`config.mk`:
```
export PLATFORM = sky130hd
export DESIGN_NAME = resp_command_stream_parser
export DESIGN_NICKNAME = d
export VERILOG_FILES = /design/src/rtl/rcsp_pkg.sv /design/src/rtl/rcsp_parse_core.sv /design/src/rtl/resp_command_stream_parser.sv
export SDC_FILE = /design/constraint.sdc
export NUM_CORES = 1
export LEC_CHECK = 0
export ABC_AREA = 1
export ABC_CLOCK_PERIOD_IN_PS = 5300
export BUFFER_PORTS_ARGS = -buffer_cell sky130_fd_sc_hd__buf_2
export CORE_UTILIZATION = 56
export CTS_BUF_LIST = sky130_fd_sc_hd__clkbuf_16
export DETAILED_ROUTE_END_ITERATION = 7
export MAX_ROUTING_LAYER = met4
export PLACE_DENSITY = 0.75
export REMOVE_ABC_BUFFERS = 1
export SLEW_MARGIN = 20
export SYNTH_ARGS = -nofsm -noshare
export SYNTH_HDL_FRONTEND = slang
export SYNTH_SLANG_ARGS = --single-unit
```
`constraint.sdc`:
```
create_clock -name aclk -period 5.3 [get_ports aclk]
set_input_delay 0.265 -clock aclk [delete_from_list [all_inputs] [get_ports aclk]]
set_output_delay 0.265 -clock aclk [all_outputs]
set_load 0.03 [all_outputs]
```
`src/rtl/rcsp_pkg.sv`:
```
// shared types and constants for the command stream parser
// depends on nothing; used by rcsp_parse_core and resp_command_stream_parser
package rcsp_pkg;

    localparam logic [7:0] CH_STAR   = 8'h2A;
    localparam logic [7:0] CH_DOLLAR = 8'h24;
    localparam logic [7:0] CH_CR     = 8'h0D;
    localparam logic [7:0] CH_LF     = 8'h0A;
    localparam logic [7:0] CH_MINUS  = 8'h2D;
    localparam logic [7:0] CH_ZERO   = 8'h30;
    localparam logic [7:0] CH_NINE   = 8'h39;

    localparam int ARG_LENGTH_W = 31;
    localparam int TDATA_W      = 80;

    typedef enum logic [1:0] {
        KIND_CMD_START = 2'd0,
        KIND_ARG_BYTE  = 2'd1,
        KIND_ARG_END   = 2'd2,
        KIND_ERROR     = 2'd3
    } kind_t;

    typedef enum logic [1:0] {
        ERR_BAD_MARKER = 2'd0,
        ERR_BAD_NUMBER = 2'd1,
        ERR_NO_CRLF    = 2'd2,
        ERR_TRUNCATED  = 2'd3
    } err_t;

    typedef enum logic [8:0] {
        PH_STAR       = 9'b000000001,
        PH_COUNT_NUM  = 9'b000000010,
        PH_COUNT_LINE = 9'b000000100,
        PH_DOLLAR     = 9'b000001000,
        PH_LEN_NUM    = 9'b000010000,
        PH_LEN_LINE   = 9'b000100000,
        PH_DATA       = 9'b001000000,
        PH_CR         = 9'b010000000,
        PH_LF         = 9'b100000000
    } phase_t;

    typedef struct packed {
        kind_t                    kind;
        logic [7:0]               byte_value;
        logic [15:0]              arg_index;
        logic [15:0]              arg_count;
        logic [ARG_LENGTH_W-1:0]  arg_length;
        logic                     final_arg;
        err_t                     error_code;
    } result_t;

endpackage

```
`src/rtl/rcsp_parse_core.sv`:
```
// per-byte parser state and result decode for the command stream parser
// depends on rcsp_pkg; instantiated by resp_command_stream_parser
module rcsp_parse_core #(
    parameter int MAX_ARGS    = 65535,
    parameter int LENGTH_BITS = 31
) (
    input  logic              aclk,
    input  logic              aresetn,
    input  logic              step,
    input  logic [7:0]        data,
    input  logic              end_of_input,
    output logic              res_valid,
    output rcsp_pkg::result_t res,
    output logic              halted
);

    localparam int LB = LENGTH_BITS;
    localparam int VW = LENGTH_BITS + 4;

    rcsp_pkg::phase_t phase_reg, phase_next;
    logic [LB-1:0]    number_value_reg, number_value_next;
    logic             number_negative_reg, number_negative_next;
    logic             number_has_digit_reg, number_has_digit_next;
    logic             carriage_seen_reg, carriage_seen_next;
    logic [15:0]      args_total_reg, args_total_next;
    logic [15:0]      args_index_reg, args_index_next;
    logic [LB-1:0]    bytes_left_reg, bytes_left_next;
    logic [LB-1:0]    bulk_length_reg, bulk_length_next;
    logic             halted_reg, halted_next;

    logic [VW-1:0]    accum;
    logic             is_digit;
    logic             is_count;
    logic             num_bad;
    logic             num_end;
    logic             fail;
    rcsp_pkg::err_t   fail_code;
    logic [LB-1:0]    left_dec;

    assign is_digit = (data >= rcsp_pkg::CH_ZERO) && (data <= rcsp_pkg::CH_NINE);
    assign accum    = VW'({number_value_reg, 3'b000}) + VW'({number_value_reg, 1'b0})
                    + VW'(data[3:0]);
    assign is_count = (phase_reg == rcsp_pkg::PH_COUNT_NUM);
    assign left_dec = bytes_left_reg - LB'(1);

    // end of a number: validity of what was collected
    always_comb begin
        num_bad = 1'b0;
        if (!number_has_digit_reg) begin
            num_bad = 1'b1;
        end else if (number_negative_reg && (number_value_reg != '0)) begin
            num_bad = 1'b1;
        end else if (is_count && ((number_value_reg == '0)
                     || (32'(number_value_reg) > 32'(MAX_ARGS)))) begin
            num_bad = 1'b1;
        end
    end

    always_comb begin
        phase_next            = phase_reg;
        number_value_next     = number_value_reg;
        number_negative_next  = number_negative_reg;
        number_has_digit_next = number_has_digit_reg;
        carriage_seen_next    = carriage_seen_reg;
        args_total_next       = args_total_reg;
        args_index_next       = args_index_reg;
        bytes_left_next       = bytes_left_reg;
        bulk_length_next      = bulk_length_reg;
        halted_next           = halted_reg;
        fail                  = 1'b0;
        fail_code             = rcsp_pkg::ERR_BAD_MARKER;
        num_end               = 1'b0;
        res_valid             = 1'b0;
        res                   = '0;
        res.arg_index         = args_index_reg;
        res.arg_count         = args_total_reg;

        if (step && !halted_reg) begin
            unique case (phase_reg)
                rcsp_pkg::PH_STAR: begin
                    if (data != rcsp_pkg::CH_STAR) begin
                        fail = 1'b1;
                    end else begin
                        args_total_next       = '0;
                        args_index_next       = '0;
                        number_value_next     = '0;
                        number_negative_next  = 1'b0;
                        number_has_digit_next = 1'b0;
                        phase_next            = rcsp_pkg::PH_COUNT_NUM;
                    end
                end
                rcsp_pkg::PH_COUNT_NUM, rcsp_pkg::PH_LEN_NUM: begin
                    priority if (data == rcsp_pkg::CH_MINUS && !number_has_digit_reg
                                 && !number_negative_reg) begin
                        number_negative_next = 1'b1;
                    end else if (is_digit) begin
                        if (|accum[VW-1:LB]) begin
                            fail      = 1'b1;
                            fail_code = rcsp_pkg::ERR_BAD_NUMBER;
                        end else begin
                            number_value_next     = accum[LB-1:0];
                            number_has_digit_next = 1'b1;
                        end
                    end else if (num_bad) begin
                        fail      = 1'b1;
                        fail_code = rcsp_pkg::ERR_BAD_NUMBER;
                    end else begin
                        num_end = 1'b1;
                    end
                    if (num_end) begin
                        carriage_seen_next = (data == rcsp_pkg::CH_CR);
                        phase_next = is_count ? rcsp_pkg::PH_COUNT_LINE
                                              : rcsp_pkg::PH_LEN_LINE;
                    end
                end
                rcsp_pkg::PH_COUNT_LINE, rcsp_pkg::PH_LEN_LINE: begin
                    carriage_seen_next = (data == rcsp_pkg::CH_CR);
                    if (carriage_seen_reg && data == rcsp_pkg::CH_LF) begin
                        carriage_seen_next = 1'b0;
                        if (phase_reg == rcsp_pkg::PH_COUNT_LINE) begin
                            args_total_next = 16'(number_value_reg);
                            args_index_next = '0;
                            phase_next      = rcsp_pkg::PH_DOLLAR;
                            res_valid       = 1'b1;
                            res.kind        = rcsp_pkg::KIND_CMD_START;
                            res.arg_index   = '0;
                            res.arg_count   = 16'(number_value_reg);
                        end else begin
                            bulk_length_next = number_value_reg;
                            bytes_left_next  = number_value_reg;
                            phase_next = (number_value_reg != '0) ? rcsp_pkg::PH_DATA
                                                                  : rcsp_pkg::PH_CR;
                        end
                    end
                end
                rcsp_pkg::PH_DOLLAR: begin
                    if (data != rcsp_pkg::CH_DOLLAR) begin
                        fail = 1'b1;
                    end else begin
                        number_value_next     = '0;
                        number_negative_next  = 1'b0;
                        number_has_digit_next = 1'b0;
                        phase_next            = rcsp_pkg::PH_LEN_NUM;
                    end
                end
                rcsp_pkg::PH_DATA: begin
                    bytes_left_next = left_dec;
                    if (left_dec == '0) begin
                        phase_next = rcsp_pkg::PH_CR;
                    end
                    res_valid      = 1'b1;
                    res.kind       = rcsp_pkg::KIND_ARG_BYTE;
                    res.byte_value = data;
                end
                rcsp_pkg::PH_CR: begin
                    if (data != rcsp_pkg::CH_CR) begin
                        fail      = 1'b1;
                        fail_code = rcsp_pkg::ERR_NO_CRLF;
                    end else begin
                        phase_next = rcsp_pkg::PH_LF;
                    end
                end
                rcsp_pkg::PH_LF: begin
                    if (data != rcsp_pkg::CH_LF) begin
                        fail      = 1'b1;
                        fail_code = rcsp_pkg::ERR_NO_CRLF;
                    end else begin
                        res_valid      = 1'b1;
                        res.kind       = rcsp_pkg::KIND_ARG_END;
                        res.arg_length = rcsp_pkg::ARG_LENGTH_W'(bulk_length_reg);
                        if (({1'b0, args_index_reg} + 17'd1) >= {1'b0, args_total_reg}) begin
                            res.final_arg = 1'b1;
                            phase_next    = rcsp_pkg::PH_STAR;
                        end else begin
                            args_index_next = args_index_reg + 16'd1;
                            phase_next      = rcsp_pkg::PH_DOLLAR;
                        end
                    end
                end
                default: begin
                    phase_next = rcsp_pkg::PH_STAR;
                end
            endcase

            if (fail) begin
                halted_next    = 1'b1;
                res_valid      = 1'b1;
                res            = '0;
                res.kind       = rcsp_pkg::KIND_ERROR;
                res.arg_index  = args_index_reg;
                res.arg_count  = args_total_reg;
                res.error_code = fail_code;
            end else if (end_of_input && phase_next != rcsp_pkg::PH_STAR) begin
                // stream ended inside a command
                halted_next    = 1'b1;
                res_valid      = 1'b1;
                res            = '0;
                res.kind       = rcsp_pkg::KIND_ERROR;
                res.arg_index  = args_index_next;
                res.arg_count  = args_total_next;
                res.error_code = rcsp_pkg::ERR_TRUNCATED;
            end
        end
    end

    always_ff @(posedge aclk) begin
        if (!aresetn) begin
            phase_reg            <= rcsp_pkg::PH_STAR;
            number_value_reg     <= '0;
            number_negative_reg  <= 1'b0;
            number_has_digit_reg <= 1'b0;
            carriage_seen_reg    <= 1'b0;
            args_total_reg       <= '0;
            args_index_reg       <= '0;
            bytes_left_reg       <= '0;
            bulk_length_reg      <= '0;
            halted_reg           <= 1'b0;
        end else begin
            phase_reg            <= phase_next;
            number_value_reg     <= number_value_next;
            number_negative_reg  <= number_negative_next;
            number_has_digit_reg <= number_has_digit_next;
            carriage_seen_reg    <= carriage_seen_next;
            args_total_reg       <= args_total_next;
            args_index_reg       <= args_index_next;
            bytes_left_reg       <= bytes_left_next;
            bulk_length_reg      <= bulk_length_next;
            halted_reg           <= halted_next;
        end
    end

    assign halted = halted_reg;

endmodule

```
`src/rtl/resp_command_stream_parser.sv`:
```
// Parser for a byte stream of commands written as arrays of bulk strings.
// One byte is taken per transfer and at most one result comes out of it: a
// command start, an argument byte, an argument end or an error. The block
// sustains one byte per clock while the output side is not stalled; a byte is
// parsed while it sits in the input register and its result is then loaded
// into the result register, from which it is offered on the output. The whole
// update for a byte is one pass through the parser state in rcsp_parse_core.
// After an error the block keeps taking bytes but gives no result until reset.
// depends on rcsp_pkg and rcsp_parse_core
module resp_command_stream_parser #(
    parameter int MAX_ARGS    = 65535,
    parameter int LENGTH_BITS = 31
) (
    input  logic                          aclk,
    input  logic                          aresetn,
    input  logic                          s_axis_tvalid,
    output logic                          s_axis_tready,
    input  logic [7:0]                    s_axis_tdata,  // data[7:0]
    input  logic                          s_axis_tlast,  // end_of_input
    output logic                          m_axis_tvalid,
    input  logic                          m_axis_tready,
    // byte_value[7:0], arg_index[23:8], arg_count[39:24], arg_length[70:40],
    // error_code[72:71], zero[79:73]
    output logic [rcsp_pkg::TDATA_W-1:0]  m_axis_tdata,
    output logic [1:0]                    m_axis_tuser,  // kind[1:0]
    output logic                          m_axis_tlast   // final_arg
);

    logic              in_valid_reg;
    logic [7:0]        in_data_reg;
    logic              in_last_reg;
    logic              out_valid_reg;
    rcsp_pkg::result_t out_reg;
    logic              fire;
    logic              res_valid;
    rcsp_pkg::result_t res;
    logic              core_halted;

    assign fire          = in_valid_reg && (!out_valid_reg || m_axis_tready);
    assign s_axis_tready = !in_valid_reg || fire;

    rcsp_parse_core #(
        .MAX_ARGS    (MAX_ARGS),
        .LENGTH_BITS (LENGTH_BITS)
    ) u_core (
        .aclk         (aclk),
        .aresetn      (aresetn),
        .step         (fire),
        .data         (in_data_reg),
        .end_of_input (in_last_reg),
        .res_valid    (res_valid),
        .res          (res),
        .halted       (core_halted)
    );

    always_ff @(posedge aclk) begin
        if (!aresetn) begin
            in_valid_reg <= 1'b0;
        end else if (s_axis_tready) begin
            in_valid_reg <= s_axis_tvalid;
        end
    end

    always_ff @(posedge aclk) begin
        if (s_axis_tvalid && s_axis_tready) begin
            in_data_reg <= s_axis_tdata;
            in_last_reg <= s_axis_tlast;
        end
    end

    always_ff @(posedge aclk) begin
        if (!aresetn) begin
            out_valid_reg <= 1'b0;
        end else if (fire) begin
            out_valid_reg <= res_valid;
        end else if (m_axis_tready) begin
            out_valid_reg <= 1'b0;
        end
    end

    always_ff @(posedge aclk) begin
        if (fire && res_valid) begin
            out_reg <= res;
        end
    end

    assign m_axis_tvalid = out_valid_reg;
    assign m_axis_tuser  = out_reg.kind;
    assign m_axis_tlast  = out_reg.final_arg;
    assign m_axis_tdata  = {7'b0000000, out_reg.error_code, out_reg.arg_length,
                            out_reg.arg_count, out_reg.arg_index, out_reg.byte_value};

`ifndef SYNTHESIS
    a_error_halts: assert property (@(posedge aclk) disable iff (!aresetn)
        fire && res_valid && res.kind == rcsp_pkg::KIND_ERROR |=> core_halted)
        else $error("parser not halted after an error result");

    a_halted_silent: assert property (@(posedge aclk) disable iff (!aresetn)
        core_halted |-> !res_valid)
        else $error("result produced while halted");

    a_in_hold: assert property (@(posedge aclk) disable iff (!aresetn)
        in_valid_reg && !fire |=> in_valid_reg && $stable(in_data_reg))
        else $error("input register lost a byte before it was parsed");

    a_final_kind: assert property (@(posedge aclk) disable iff (!aresetn)
        m_axis_tvalid && m_axis_tlast |-> m_axis_tuser == rcsp_pkg::KIND_ARG_END)
        else $error("final argument flag on a result that is not an argument end");
`endif

endmodule

```
==> results by group <==
Drt
  – 1st-pass router iterations: 6
  – Final WL: 38.8 mm
  – Antenna Nets Post-Route: 0
  – Vias per inst: between 5 and 6
  – Initial drt markers: 1281
  – WL per Instance: between 15 and 20 microns
  – Vias: between 10000 and 15000
  – DRC viols: 0

Place
  – Placer congestion estimate: between 0.9 and 1
  – Post-Place Worst Slack: just under 1000 ps
  – DP Wirelength: about 28 mm
  – Placed cell count: 2399
  – Post-DP Area: 15300 sq um
  – Port buffer count: 90

Yosys
  – Yosys reg bits: ~230
  – Synth top area share: around a fifth
  – Fraction of registers with async set/reset: 0%
  – Synth cell types: 55
  – Synth Instances: 2052
  – Yosys top cell by area: dfxtp_1
  – Dominant synthesized flop cell: dfxtp_1
  – Synth top area cells: dfxtp_1 (19%), edfxtp_1 (17%), nand2_1 (13%)
  – Post-synthesis sequential area ratio: 36.4%
  – YS warnings: 0
  – Number of synthesized flops with an enable pin: between 80 and 90
  – Cell Area, Synth: around 15000 sq um
  – Syn Area/Cell: 7.17 sq um

Cells and area
  – Final std cells w/o fill: 2455
  – ANT cells: 0
  – Share of layout cells above drive strength 1: 10.9%
  – Post-layout instance area: 16200 sq um
  – Fillers: ~2300
  – Final-stage net count: roughly 2200
  – P&R area growth vs syn: 9.95%
  – Largest register FFs: 73

Min path
  – Hold endpoint: in_valid_reg
  – Hold_sp: m_axis_tready
  – Hold WC Path Type: in -> reg
  – Hold path cells: 4

Clock tree
  – Num CTS Buffers: 25
  – Clock Pin Slew Worst Setup and Hold Paths: about 60 ps
  – CTS Sinks: roughly 230
  – CTS H-tree lvls: 1
  – CTS tree: done
  – Max Root-Sink Buffers: 3
  – Post-CTS Resized: 0
  – CTS root buffer: clkbuf_16
  – Worst skew pair latency: about 540 ps

Timing
  – Period utilization: ~80%
  – Setup Total Neg Slack: 0 ps
  – Fin worst setup slack: between 900 and 1000 ps
  – Fin crit period: between 4000 and 5000 ps
  – Worst Skew: roughly 11 ps
  – Max Clk Rate: 0.230 GHz
  – RSZ-0062 raised after global routing: false
  – Rel. slew slack: between 20% and 30%
  – Fin. Hold Viols: 0
  – Setup-failing EPs final: 0
  – Slew Viols, Final: 0
  – Worst slew pin tran: approximately 1200 ps

Setup path
  – Crit Path Class: reg -> reg
  – Worst-path fanout max: 54
  – RR Endpoint: m_axis_tdata[50]
  – Worst Path Arrival: approximately 4600 ps
  – Reg2Reg Depth: 21
  – CP Launch Type: flip-flop
  – CP required: between 5000 and 6000 ps
  – RR Startpoint: u_core.args_index_reg[0]
  – CP Capture Type: flip-flop
  – Reg-to-reg slack, setup: between 900 and 1000 ps

Floorplanning
  – Initial core utilization: roughly 58%
  – Die height: about 160 microns
  – Core Footprint: about 25000 sq um
  – Die Wd: 164 microns
  – Rows: 58
  – Die ar.: around 27000 sq um
  – I/O pins: 98

Global routing
  – GRT overflow: 0
  – Vias in the first global route: 12700
  – GRT Util Overall: 30.4%
  – Largest net degree at the start of global routing: 63
  – Wire length of the first global-routing pass: approximately 64 mm
  – Initial antenna violation count: 0

Power and ir drop
  – Power, Total: ~4100 uW
  – Pwr/cell area: 251 nW/um^2
  – LEAKAGE: between 0.007 and 0.008 uW
  – VDD IR max: between 200 and 300 uV

Flow run
  – Max-cap viol count: 0

Run status
  – Outcome: completed
cells in the mapped netlist, types with 5 or more instances:
cell type	count
inv_2	16
nand2_1	501
nor2_1	179
dfxtp_1	140
nand2_2	13
nand4_1	44
buf_4	10
o21a_1	13
clkbuf_1	52
edfxtp_1	85
ha_1	80
nor4_1	8
a21oi_1	202
o21ai_1	12
xnor2_1	14
xor2_1	50
buf_2	21
a31oi_1	5
nor3_1	17
nand3_1	102
o211ai_1	8
nor2_4	31
o21ai_0	122
inv_1	264
timing repair:
action | in CTS | in global routing
hold buffers | 10 | 0
setup endpoints to repair | 0 | 0
setup buffers | 0 | 0
hold endpoints to repair | 10 | 0
cell type report:
class	count	area [sq um]	share of cell area [%]
clock buffer	25	626	3.87
clock inverter	21	174	1.07
inverter	283	1060	6.58
multi-input combinational	1457	7870	48.6
sequential	225	5360	33.1
tap	330	413	2.55
timing repair buffer	114	681	4.21
routing by layer:
metal  GRT usage [%]  vias up  wire length, microns
li1                -     6797                     -
met2            45.5      509                 16900
met5               -        -                     0
met1            42.4     6217                 17800
met4            9.51        0                   978
met3            4.12       67                  3090
kinds of logic after synthesis:
group	Yosys count	synth area share, %
and+or+nand+nor	914	27.8
AOI/OAI and AO/OA	390	14.4
buffers and inverters	376	10.5
DFF	225	36.4
adders and majority gates	82	7.07
xor gates and xnor gates	64	3.81
other	1	0.0255
report_power, final:
group          total, uW  internal (uW)  switching, uW
sequential          1870           1850           22.6
combinational        484            115            368
clock               1700            965            740
total               4060           2930           1130
worst max-delay path by stage:
stage	startpoint	end	slack, ps
after CTS	u_core.args_index_reg[0]	m_axis_tdata[26]	970
final	u_core.args_index_reg[0]	m_axis_tdata[50]	950
after floorplan	u_core.args_index_reg[0]	m_axis_tdata[0]	-430
after detailed placement	u_core.args_index_reg[0]	m_axis_tdata[35]	980
after global placement	u_core.args_index_reg[0]	m_axis_tdata[38]	1120
after global routing	u_core.args_index_reg[0]	m_axis_tdata[29]	570
placed cells by master, fill, tap and decap left out, types with 4 or more instances in the layout:
master	n
a21oi_1	202
a221oi_1	4
a31oi_1	5
buf_2	90
buf_4	12
clkbuf_16	25
clkinv_1	4
clkinv_2	6
conb_1	7
dfxtp_1	140
dlygate4sd3_1	10
edfxtp_1	85
ha_1	80
inv_1	269
inv_2	15
nand2_1	500
nand2_2	13
nand3_1	101
nand4_1	44
nor2_1	179
nor2_2	4
nor2_4	31
nor3_1	17
nor4_1	8
o211ai_1	8
o21a_1	13
o21ai_0	122
o21ai_1	11
o221a_2	4
xnor2_1	14
xor2_1	50
worst max-delay path, stage by stage, from the launching register on:
cell,delay [ps]
dfxtp_1,490
nand3_1,180
nor3_1,400
nand2_1,170
nor2_1,230
xor2_1,220
inv_1,80
ha_1,290
nand2_1,60
inv_1,40
nand3_1,100
inv_1,70
nand4_1,80
nor2_1,50
nor2_1,100
nand4_1,150
nand3_1,160
nand3_2,90
nand2_2,90
nand2_1,170
nand2_4,390
buf_12,300
metrics by stage:
| step | hold slack, ps | utilization, % |
|---|---|---|
| 2_1_floorplan | 363 | - |
| 3_3_place_gp | 441 | 60.0 |
| 3_5_place_dp | 443 | 60.0 |
| 4_1_cts | 36.9 | 63.5 |
| 5_1_grt | 84.4 | 63.5 |
| 6_report | 43.6 | 63.5 |
(Power assumes the default switching activity.)
